**config.mk**
```make
export PLATFORM = sky130hd
export DESIGN_NAME = fpss_rsp_fifo
export DESIGN_NICKNAME = d
export VERILOG_FILES = /design/src/hdl/fpss_pkg.sv /design/src/hdl/fpss_rsp_fifo.sv
export SDC_FILE = /design/constraint.sdc
export NUM_CORES = 1
export LEC_CHECK = 0
export BUFFER_PORTS_ARGS = -buffer_cell sky130_fd_sc_hd__buf_2
export CELL_PAD_IN_SITES_DETAIL_PLACEMENT = 1
export CELL_PAD_IN_SITES_GLOBAL_PLACEMENT = 2
export CORE_UTILIZATION = 49
export DETAILED_ROUTE_END_ITERATION = 12
export PLACE_DENSITY = 0.9
export SYNTH_ARGS = -nofsm -noshare
export SYNTH_HDL_FRONTEND = slang
export SYNTH_SLANG_ARGS = --single-unit
```
**constraint.sdc**
```tcl
create_clock -name clock -period 10.55 [get_ports clock]
set_clock_uncertainty 0.15 [all_clocks]
set_input_delay 1.5825 -clock clock [delete_from_list [all_inputs] [get_ports clock]]
set_output_delay 1.5825 -clock clock [all_outputs]
set_load 0.01 [all_outputs]
```
**src/hdl/fpss_pkg.sv**
```systemverilog
`default_nettype none

package fpss_pkg;

   // Field widths fixed by the block's interface
   localparam int OUT_ROW_W  = 16;
   localparam int OUT_COL_W  = 10;
   localparam int ROWS_W     = 16;
   localparam int COLS_W     = 11;
   localparam int WEIGHT_W   = 16;

   // Fixed point: Q16.16 values, Q0.16 weight, 1.0 in that format
   localparam int FRAC_BITS  = 16;
   localparam int ONE_Q      = 65536;

   // CSR port
   localparam int CSR_ADDR_W = 4;
   localparam int CSR_DATA_W = 32;

   localparam logic [1:0] REG_GRID_ROWS = 2'd0;
   localparam logic [1:0] REG_GRID_COLS = 2'd1;
   localparam logic [1:0] REG_WEIGHT    = 2'd2;

   // Result queue
   localparam int FIFO_DEPTH = 8;
   localparam int FIFO_CNT_W = $clog2(FIFO_DEPTH + 1);

   // Per-transaction bookkeeping that travels with the data.
   // Result "a" is the cell one row up, result "b" the edge copy of the cell itself.
   typedef struct packed {
      logic [OUT_ROW_W-1:0] row;
      logic [OUT_COL_W-1:0] col;
      logic                 has_a;
      logic                 has_b;
      logic                 edge_cell;
      logic                 done;
   } meta_type;

   // Occupancy of the arithmetic stages
   typedef struct packed {
      logic a_valid;
      logic b_valid;
   } pipe_status_type;

endpackage

`default_nettype wire

```
**src/hdl/fpss_rsp_fifo.sv**
```systemverilog
`default_nettype none

// Result queue. One entry per input transaction with a result, holding up to two results;
// the head is shown as result a first, then result b.
module fpss_rsp_fifo #(
   parameter int VALUE_WIDTH = 32
) (
   input  wire logic                               clock,
   input  wire logic                               reset,
   input  wire logic                               push_valid,
   input  wire fpss_pkg::meta_type                 push_meta,
   input  wire logic signed [VALUE_WIDTH-1:0]      push_a_value,
   input  wire logic signed [VALUE_WIDTH-1:0]      push_b_value,
   output logic [fpss_pkg::FIFO_CNT_W-1:0]         count,
   output logic                                    rsp_valid,
   input  wire logic                               rsp_stall,
   output logic [fpss_pkg::OUT_ROW_W-1:0]          rsp_out_row,
   output logic [fpss_pkg::OUT_COL_W-1:0]          rsp_out_col,
   output logic signed [VALUE_WIDTH-1:0]           rsp_out_value,
   output logic                                    rsp_last_of_run,
   output logic                                    rsp_frame_done
);

   localparam int PTR_W = $clog2(fpss_pkg::FIFO_DEPTH);

   fpss_pkg::meta_type            meta_ff  [fpss_pkg::FIFO_DEPTH];
   logic signed [VALUE_WIDTH-1:0] aval_ff  [fpss_pkg::FIFO_DEPTH];
   logic signed [VALUE_WIDTH-1:0] bval_ff  [fpss_pkg::FIFO_DEPTH];

   logic [PTR_W-1:0]                wr_ptr_ff, wr_ptr_in;
   logic [PTR_W-1:0]                rd_ptr_ff, rd_ptr_in;
   logic [fpss_pkg::FIFO_CNT_W-1:0] count_ff, count_in;
   logic                            half_ff, half_in;

   fpss_pkg::meta_type head;
   logic               push;
   logic               take;
   logic               show_b;
   logic               pop;

   // entries that carry no result are dropped
   assign push = push_valid && (push_meta.has_a || push_meta.has_b);

   assign head   = meta_ff[rd_ptr_ff];
   assign show_b = !head.has_a || half_ff;
   assign take   = rsp_valid && !rsp_stall;
   assign pop    = take && (show_b || !head.has_b);

   always_ff @(posedge clock) begin
      if (push) begin
         meta_ff[wr_ptr_ff] <= push_meta;
         aval_ff[wr_ptr_ff] <= push_a_value;
         bval_ff[wr_ptr_ff] <= push_b_value;
      end
   end

   // pointers, fill count and half-served flag
   always_comb begin
      wr_ptr_in = push ? PTR_W'(wr_ptr_ff + 1'b1) : wr_ptr_ff;
      rd_ptr_in = pop ? PTR_W'(rd_ptr_ff + 1'b1) : rd_ptr_ff;
      count_in  = count_ff;
      if (push && !pop) begin
         count_in = fpss_pkg::FIFO_CNT_W'(count_ff + 1'b1);
      end else if (pop && !push) begin
         count_in = fpss_pkg::FIFO_CNT_W'(count_ff - 1'b1);
      end
      half_in = half_ff;
      if (pop) begin
         half_in = 1'b0;
      end else if (take) begin
         half_in = 1'b1;
      end
   end

   always_ff @(posedge clock) begin
      if (reset) begin
         wr_ptr_ff <= '0;
         rd_ptr_ff <= '0;
         count_ff  <= '0;
         half_ff   <= 1'b0;
      end else begin
         wr_ptr_ff <= wr_ptr_in;
         rd_ptr_ff <= rd_ptr_in;
         count_ff  <= count_in;
         half_ff   <= half_in;
      end
   end

   // output view of the head entry
   assign count           = count_ff;
   assign rsp_valid       = (count_ff != '0);
   assign rsp_out_row     = show_b ? head.row
                                   : fpss_pkg::OUT_ROW_W'(head.row - 1'b1);
   assign rsp_out_col     = head.col;
   assign rsp_out_value   = show_b ? bval_ff[rd_ptr_ff] : aval_ff[rd_ptr_ff];
   assign rsp_last_of_run = show_b || !head.has_b;
   assign rsp_frame_done  = show_b && head.done;

endmodule

`default_nettype wire

```
==> run summary <==
Filler Cells Inserted - 4822
Outcome - finished, final reports clean
Setup bufs post-CTS - 0
Sequential share of the synthesized area - 78.1%
Worst hold path type - reg -> reg
Die ar. - 60100 µm²
Hold Fails Final Rpt - 0
Fin area - 33200 µm²
Routed Antenna Nets - 0
Drt initial violations - 935
Initial antenna violation count - 12
Yosys cell types - 48
Cell count after placement - 2096
Worst hold slack - 0.370 ns
Vias in the first global route - 14.3k
PwrDens - 227 nW/µm²
# hold bufs at CTS - 0
RSZ-0062 raised after global routing - false
Router iterations before antenna repair - 4
Maximum VDD drop - 0.221 mV
Clock latency at the later pin of the worst-skew pair - 0.62 ns
Tightest Pin Transition - 1.07 ns
Area after DPL - 30700 µm²
Syn Area/Cell - 24.1 µm²
Site Rows - 88
CTS tree - yes
CP cell instances - buf_12, inv_2, o22ai_1, or2_4, buf_4, mux4_2, buf_2
Leak pwr - 10.5 nW
WP data required - 8.82 ns
Relative slew slack - 28.5%
Vias - 13.0k
IO Count - 163
Mapped cell area - 29000 µm²
Clock Root Buffer - clkbuf_16
CP arrival - 4.72 ns
CP peak stage delay - 0.77 ns
# Max-Cap Violations - 0
Async set or reset register ratio after synthesis - 0%
Post-DP HPWL - 32.6 mm
Crit path max fanout - 114
CTS sink count - 758
H-tree depth - 3
Synth Instances - 1202
Finished Layout Cells - 2241
Final Cycle Share - 61.1%
CTS Buffer Depth - 3
Die H - 245 µm
Number of flops mapped to enable cells by yosys - 744
Critical Path End Type - primary output
Via density - 5.78
Layout area overhead - 14.6%
Pins Over Slew Limit - 0
Synth top area share - 77.1%
Worst-path clk slew - 0.06 ns
Final GP Congestion - 0.690
Sum Neg Setup Slack - 0 ns
CTS buffer count - 76
Maximum operating frequency - 155 MHz
Synth Register Bits - 758
GRT Util Overall - 20.9%
Buffers added on ports - 161
Final setup margin - 4.10 ns
Share of layout cells above drive strength 1 - 36.7%
Commonest register cell after synthesis - edfxtp_1
Die Width - 245 µm
Slowest cell on crit path - dfxtp_4
Setup violators final - 0
Starting Density - 49.9%
Syn nets - 1307
Yosys warnings - 0
Largest net degree at the start of global routing - 115
First-pass GRT wire length - 91.2 mm
CP Class - reg -> out
Core area - 58000 µm²
Worst Setup Start Kind - register
Routed Wire Length - 60.5 mm
Place WS - 4.50 ns
Largest cells by area after synthesis - edfxtp_1 77%, mux4_2 17%, dfxtp_1 0.97%
Remaining DRCs - 0
Period minus WS final - 6.45 ns
Post_cts resized - 0
GRT Residual Overflow - 0
DR WL/cell - 27.0 µm
Nets - 1514
Synth area leader - edfxtp_1
layer usage:
layer	vias to the layer above	part of all wire, %	GRT usage [%]
met2	315	53	36.9
met5	-	0.15	0
met3	91	5.8	4.57
met1	6980	39	26.0
met4	14	1.8	5.99
li1	5554	-	-
power by group:
| part | internal [W] | switching [W] | total (W) |
|---|---|---|---|
| Combinational | 0.000738 | 0.000691 | 0.00143 |
| Clock | 0.00155 | 0.00112 | 0.00268 |
| Sequential | 0.00337 | 0.0000723 | 0.00344 |
worst max-delay path, delay by kind of cell, from the launching register on:
family	cells	cell delay [ns]
buf+inv	4	1.83
flops	1	0.77
mux	1	0.63
compound gates	1	0.50
simple gates	1	0.28
area by class of cell:
type / instances / area [µm²] / area share (%)
flip-flops and latches: 758 / 22600 / 68.2
repair buffers: 183 / 983 / 2.96
diodes: 6 / 15.0 / 0.0452
inverters: 7 / 26.3 / 0.0791
clock inverters: 45 / 492 / 1.48
multi-input cells: 383 / 6100 / 18.4
well taps: 765 / 957 / 2.88
clock buffers: 94 / 1990 / 6.00
cells in the mapped netlist (7+ instances only):
library cell  number
dfxtp_1           14
nor3_1             7
clkbuf_1          25
buf_2             13
edfxtp_1         744
mux4_2           214
nand2_1           42
nor2_1            25
buf_1              7
mux2i_1           15
xnor2_1           13
xor2_1             7
state kept, by name, indices dropped and copies added (netlist names), named ones only:
signal	count
aval_ff	256
bval_ff	256
meta_ff	232
count	4
rd_ptr_ff	3
wr_ptr_ff	3
half_ff	1
cells by family after synthesis:
| kind of cell | share of synthesized area, % |
|---|---|
| AOI/OAI and AO/OA | 0.402 |
| DFF | 78.1 |
| buffers and inverters | 1.06 |
| and+or+nand+nor | 1.76 |
| muxes | 17.8 |
| xor gates and xnor gates | 0.605 |
| adders and majority gates | 0.328 |
cell usage in the layout, fill, tap and decap left out, types with 11 or more instances in the layout:
cell type	Yosys	routed
mux4_2	214	214
dfxtp_1	14	11
edfxtp_1	744	744
clkbuf_1	25	17
nand2_1	42	42
mux2i_1	15	15
buf_4	4	21
nor2_1	25	19
buf_2	13	161
clkinv_1	0	13
xnor2_1	13	13
clkinv_2	0	15
clkbuf_16	0	77
final timing paths:
check,startpoint,end,slack (ns),cells after the start
max reg2reg,register,count[3]$_SDFFE_PP0P_,6.31,13
min,count[3]$_SDFFE_PP0P_,count[3]$_SDFFE_PP0P_,0.37,2
max,register,rsp_out_value[17],4.10,7
min reg2reg,count[3]$_SDFFE_PP0P_,count[3]$_SDFFE_PP0P_,0.37,2
through the flow:
stage,power [W],utilization (%)
6_report,0.00755,57.2
2_1_floorplan,0.00456,-
5_1_grt,0.00783,57.2
3_3_place_gp,0.00494,52.9
4_1_cts,0.00765,57.2
3_5_place_dp,0.00497,52.9
Power figures use the tool's default switching activity.
