## src/hdl/fpss_pkg.sv

```systemverilog
`default_nettype none

package fpss_pkg;

   // Field widths fixed by the block's interface
   localparam int OUT_ROW_W  = 16;
   localparam int OUT_COL_W  = 10;
   localparam int ROWS_W     = 16;
   localparam int COLS_W     = 11;
   localparam int WEIGHT_W   = 16;

   // Fixed point: Q16.16 values, Q0.16 weight, 1.0 in that format
   localparam int FRAC_BITS  = 16;
   localparam int ONE_Q      = 65536;

   // CSR port
   localparam int CSR_ADDR_W = 4;
   localparam int CSR_DATA_W = 32;

   localparam logic [1:0] REG_GRID_ROWS = 2'd0;
   localparam logic [1:0] REG_GRID_COLS = 2'd1;
   localparam logic [1:0] REG_WEIGHT    = 2'd2;

   // Result queue
   localparam int FIFO_DEPTH = 8;
   localparam int FIFO_CNT_W = $clog2(FIFO_DEPTH + 1);

   // Per-transaction bookkeeping that travels with the data.
   // Result "a" is the cell one row up, result "b" the edge copy of the cell itself.
   typedef struct packed {
      logic [OUT_ROW_W-1:0] row;
      logic [OUT_COL_W-1:0] col;
      logic                 has_a;
      logic                 has_b;
      logic                 edge_cell;
      logic                 done;
   } meta_type;

   // Occupancy of the arithmetic stages
   typedef struct packed {
      logic a_valid;
      logic b_valid;
   } pipe_status_type;

endpackage

`default_nettype wire

```

## src/hdl/fpss_arith.sv

```systemverilog
`default_nettype none

// Stencil arithmetic: neighbour sum, then the two products, then floor
// shift, add and saturate (edge cells keep their centre) in front of the result queue.
module fpss_arith #(
   parameter int VALUE_WIDTH = 32
) (
   input  wire logic                              clock,
   input  wire logic                              reset,
   input  wire logic                              in_valid,
   input  wire fpss_pkg::meta_type                in_meta,
   input  wire logic signed [VALUE_WIDTH-1:0]     in_centre,
   input  wire logic signed [VALUE_WIDTH-1:0]     in_up,
   input  wire logic signed [VALUE_WIDTH-1:0]     in_left,
   input  wire logic signed [VALUE_WIDTH-1:0]     in_right,
   input  wire logic signed [VALUE_WIDTH-1:0]     in_cell,
   input  wire logic [fpss_pkg::WEIGHT_W-1:0]     weight,
   output logic                                   out_valid,
   output fpss_pkg::meta_type                     out_meta,
   output logic signed [VALUE_WIDTH-1:0]          out_a_value,
   output logic signed [VALUE_WIDTH-1:0]          out_b_value,
   output fpss_pkg::pipe_status_type              status
);

   localparam int SW = VALUE_WIDTH + 2;                          // sum of four
   localparam int WW = fpss_pkg::FRAC_BITS + 3;                  // centre weight
   localparam int PW = VALUE_WIDTH + fpss_pkg::FRAC_BITS + 3;    // products
   localparam int HW = PW - fpss_pkg::FRAC_BITS;                 // after shift
   localparam int TW = HW + 1;                                   // final sum

   // stage A: neighbour sum
   logic                          a_valid_ff, a_valid_in;
   fpss_pkg::meta_type            a_meta_ff;
   logic signed [VALUE_WIDTH-1:0] a_centre_ff;
   logic signed [VALUE_WIDTH-1:0] a_cell_ff;
   logic signed [SW-1:0]          a_sum_ff, a_sum_in;

   // stage B: products
   logic                          b_valid_ff, b_valid_in;
   fpss_pkg::meta_type            b_meta_ff;
   logic signed [VALUE_WIDTH-1:0] b_centre_ff;
   logic signed [VALUE_WIDTH-1:0] b_cell_ff;
   logic signed [PW-1:0]          b_pc_ff, b_pc_in;
   logic signed [PW-1:0]          b_pn_ff, b_pn_in;

   logic signed [WW-1:0]                  centre_w;
   logic signed [fpss_pkg::WEIGHT_W:0]    c_s;
   logic signed [HW-1:0]                  pc_sh;
   logic signed [HW-1:0]                  pn_sh;
   logic signed [TW-1:0]                  total;
   logic                                  sat_hi;
   logic                                  sat_lo;
   logic signed [VALUE_WIDTH-1:0]         mix_value;

   // w = 1.0 - 4c, c = weight
   assign centre_w = $signed(WW'(fpss_pkg::ONE_Q) - WW'({weight, 2'b00}));
   assign c_s      = $signed({1'b0, weight});

   assign a_valid_in = in_valid;
   assign a_sum_in   = SW'(in_up) + SW'(in_cell) + SW'(in_left) + SW'(in_right);

   always_ff @(posedge clock) begin
      if (reset) begin
         a_valid_ff <= 1'b0;
      end else begin
         a_valid_ff <= a_valid_in;
      end
   end

   always_ff @(posedge clock) begin
      a_meta_ff   <= in_meta;
      a_centre_ff <= in_centre;
      a_cell_ff   <= in_cell;
      a_sum_ff    <= a_sum_in;
   end

   // products, registered before the add
   assign b_valid_in = a_valid_ff;
   assign b_pc_in    = a_centre_ff * centre_w;
   assign b_pn_in    = a_sum_ff * c_s;

   always_ff @(posedge clock) begin
      if (reset) begin
         b_valid_ff <= 1'b0;
      end else begin
         b_valid_ff <= b_valid_in;
      end
   end

   always_ff @(posedge clock) begin
      b_meta_ff   <= a_meta_ff;
      b_centre_ff <= a_centre_ff;
      b_cell_ff   <= a_cell_ff;
      b_pc_ff     <= b_pc_in;
      b_pn_ff     <= b_pn_in;
   end

   // floor shift: drop the fraction bits of each product
   assign pc_sh = $signed(b_pc_ff[PW-1:fpss_pkg::FRAC_BITS]);
   assign pn_sh = $signed(b_pn_ff[PW-1:fpss_pkg::FRAC_BITS]);
   assign total = TW'(pc_sh) + TW'(pn_sh);

   // saturate to the value range
   assign sat_hi = !total[TW-1] && (|total[TW-2:VALUE_WIDTH-1]);
   assign sat_lo = total[TW-1] && !(&total[TW-2:VALUE_WIDTH-1]);

   always_comb begin
      if (b_meta_ff.edge_cell) begin
         mix_value = b_centre_ff;
      end else if (sat_hi) begin
         mix_value = {1'b0, {(VALUE_WIDTH-1){1'b1}}};
      end else if (sat_lo) begin
         mix_value = {1'b1, {(VALUE_WIDTH-1){1'b0}}};
      end else begin
         mix_value = total[VALUE_WIDTH-1:0];
      end
   end

   assign out_valid      = b_valid_ff;
   assign out_meta       = b_meta_ff;
   assign out_a_value    = mix_value;
   assign out_b_value    = b_cell_ff;
   assign status.a_valid = a_valid_ff;
   assign status.b_valid = b_valid_ff;

endmodule

`default_nettype wire

```

## config.mk

```make
export PLATFORM = sky130hd
export DESIGN_NAME = fpss_arith
export DESIGN_NICKNAME = d
export VERILOG_FILES = /design/src/hdl/fpss_pkg.sv /design/src/hdl/fpss_arith.sv
export SDC_FILE = /design/constraint.sdc
export NUM_CORES = 2
export LEC_CHECK = 0
export BUFFER_PORTS_ARGS = -buffer_cell sky130_fd_sc_hd__buf_2
export CAP_MARGIN = 20
export CORE_MARGIN = 2
export CORE_UTILIZATION = 43
export DETAILED_ROUTE_END_ITERATION = 7
export MAX_ROUTING_LAYER = met4
export SKIP_CTS_REPAIR_TIMING = 1
export SLEW_MARGIN = 5
export SYNTH_ARGS = -nofsm -noshare
export SYNTH_HDL_FRONTEND = slang
export SYNTH_SLANG_ARGS = --single-unit
export TNS_END_PERCENT = 100
```

## constraint.sdc

```tcl
create_clock -name clock -period 12 [get_ports clock]
set_input_delay 2.4 -clock clock [delete_from_list [all_inputs] [get_ports clock]]
set_output_delay 2.4 -clock clock [all_outputs]
set_load 0.02 [all_outputs]
```

==> reports/qor.txt <==
nets: 6883
post-route ant nets: 0
chip width: 338 um
Final Hold Slack: 323 ps
layout cells sized above 1: 8.98%
total grt overflow: 0
I/O pin count: 306
ys async rst share: 0%
vias in the first global route: 36400
worst reg2reg endpoint: b_pc_ff[41]
status: completed
register area share after synthesis: 12.3%
global placement routability congestion: 0.890
max_cap viols: 0
Final period util: 86.4%
syn avg cell area: 9.62 um^2
clock-pin slew on the worst setup and hold paths: 50 ps
Max Buffers Root-to-Sink: 3
Layout area overhead: 9.29%
Setup TNS Final: 0 ps
Final Hold Vio Count: 0
multi-input logic area: 37200 um^2
DRT iter0 DRCs: 1641
Pre-antenna DRT Iters: 5
drt total wl: 123000 um
Clock Skews: 30.4 ps
hold endpoint: out_b_value[13]
Synth Flop Type: dfxtp_1
hold_sp: a_cell_ff[13]
cell repeated most along the worst path: fa_1
share of the synthesized area in the top cell type: 45.9%
Netlist Area Pre-Place: 48000 um^2
fin crit period: 10360 ps
FF+latch area: 5890 um^2
crit-path max FO: 36
Startpoint Class: input port
Wirelength per Cell: 18.4 um
RR Startpoint: a_centre_ff[9]
CP delay by family, top: adder cells
HP Class: flip-flop to flip-flop
placed instance area: 51100 um^2
Worst Path Required: 12470 ps
Crit path largest cell delay: 710 ps
clock latency on the worst-skew pair: 620 ps
Worst Path Arrival: 10830 ps
Critical Path Slowest Stage Cell: a2111oi_0
Final setup viols: 0
Avg Vias per Cell: 4.94
Post-Synthesis Cells: 4989
Reg2Reg Setup Slack: 4070 ps
syn nets: 6674
first-pass GRT wire length: 201000 um
Seq cells post-synth: 294
cell area after layout: 52500 um^2
met3 wire len: 7460 um
largest net degree at the start of global routing: 39
CTS tree: done
highest routed layer: met4
Total Routing Usage GR: 23.4%
met2 WL post-DR: 59700 um
CTS Root Cell: clkbuf_16
Core Region: 111000 um^2
Yosys top cell by area: fa_1
Fillers: 10500
initial antenna violation count: 2
Area contributors post-synth: fa_1 46%, dfxtp_1 12%, ha_1 9.8%
Syn. warnings: 0
clock sinks: 294
dpl hpwl: 98400 um
Worst Tran Pin Value: 1080 ps
via count: 33200
Synth cell types: 77
Crit Path Category: input port to flip-flop
Starting Density: 43.4%
DRC viols: 0
Max-slew headroom: 27.8%
# port buffers: 305
DRT met1 WL: 53100 um
CTS buffer count: 38
Max H-tree Level: 2
R2R depth: 23
fin. max-slew vios: 0
hold path depth: 0
RSZ-0062 raised after global routing: false
Fmax achieved: 0.0965 GHz
full die area: 114000 um^2
CP Capture Type: flip-flop
Post-synth EDFFs: 0
Rows: 122
Die Ht: 338 um
critical path buffer and inverter count: 6
==> layout by cell type, fill, tap and decap left out, types with 26 or more instances in the layout <==
cell | synthesis | routed
and2_1 | 371 | 371
clkbuf_16 | 0 | 39
xor2_1 | 31 | 27
nor3_1 | 28 | 28
nand3_1 | 26 | 26
ha_1 | 376 | 376
nor2b_1 | 51 | 51
buf_2 | 0 | 305
a2bb2oi_1 | 29 | 29
inv_1 | 1115 | 1115
dfxtp_1 | 294 | 294
fa_1 | 1100 | 1100
a21o_1 | 52 | 52
nand2_1 | 713 | 713
buf_4 | 3 | 64
o21ai_0 | 48 | 48
nor2_1 | 122 | 122
a21oi_1 | 102 | 101
xnor2_1 | 111 | 101
o21a_1 | 29 | 29
==> sequential cells by signal (all words and copies together), names as in the netlist <==
| signal | count |
|---|---|
| a_centre_ff | 32 |
| a_cell_ff | 32 |
| a_sum_ff | 34 |
| b_pc_ff | 35 |
| out_b_value | 32 |
| out_valid | 1 |
| b_centre_ff | 32 |
| a_valid_ff | 1 |
| b_pn_ff | 35 |
| out_meta | 30 |
| a_meta_ff | 30 |
==> routing by layer <==
metal | up-vias | global-route usage [%]
li1 | 15200 | -
met1 | 16900 | 30.4
met2 | 968 | 38.6
met3 | 146 | 3.54
met4 | 0 | 5.86
met5 | - | -
==> cell families (layout without fill, tap and decap cells) <==
| logic type | Yosys count | after routing | synth area share [%] |
|---|---|---|---|
| AO/OA/AOI/OAI | 366 | 366 | 5.19 |
| XOR/XNOR | 142 | 142 | 2.59 |
| adder cells (fa/ha/maj) | 1476 | 1476 | 55.7 |
| buffers and inverters | 1317 | 1553 | 10.5 |
| flip-flops | 294 | 294 | 12.3 |
| multiplexers | 3 | 3 | 0.0652 |
| other | 0 | 1 | 0 |
| AND/OR/NAND/NOR | 1391 | 1391 | 13.7 |
==> Yosys cell counts (all sizes together), types with 5 or more instances <==
cell and number:
and2 371, dfxtp 294, nand4 14, nand3b 6, nor2b 51, clkbuf 182
o21a 29, nor3 28, buf 17, xnor2 111, o21ai 51, a21oi 103
nand2b 20, a2bb2oi 31, o21bai 20, or3 6, or2 7, xor2 31
nand2 713, a21boi 7, inv 1115, and3 11, fa 1100, ha 376
o31ai 5, nor2 122, a31oi 13, a211oi 8, a21o 52, nand3 26
==> worst max-delay path by stage <==
stage / startpoint / to / cells after the start
floorplan: weight[5] / b_pc_ff[41] / 31
finish: weight[0] / b_pc_ff[50] / 28
global route: weight[0] / b_pc_ff[50] / 28
CTS: weight[0] / b_pc_ff[41] / 29
global placement: weight[0] / b_pc_ff[50] / 28
detailed placement: weight[0] / b_pc_ff[44] / 27
==> through the flow <==
stage          util [%]  setup slack (ps)  instances
3_3_place_gp       46.2              1120       6645
5_1_grt            47.4              1020       6714
6_report           47.4              1640       6714
3_5_place_dp       46.2              1060       6645
4_1_cts            47.4              1670       6712
2_1_floorplan         -              1900       4989
==> final cells by class <==
class | count | area share, %
well taps | 1488 | 3.55
clock inverters | 19 | 0.441
diodes | 1 | 0.00477
flip-flops and latches | 294 | 11.2
inverters | 1116 | 7.99
multi-input cells | 3378 | 70.9
repair buffers | 370 | 3.88
clock buffers | 48 | 2.00
Power is left out: the tool's default activity adds up to more than one toggle a clock period on the data nets, which glitch-free logic cannot reach.
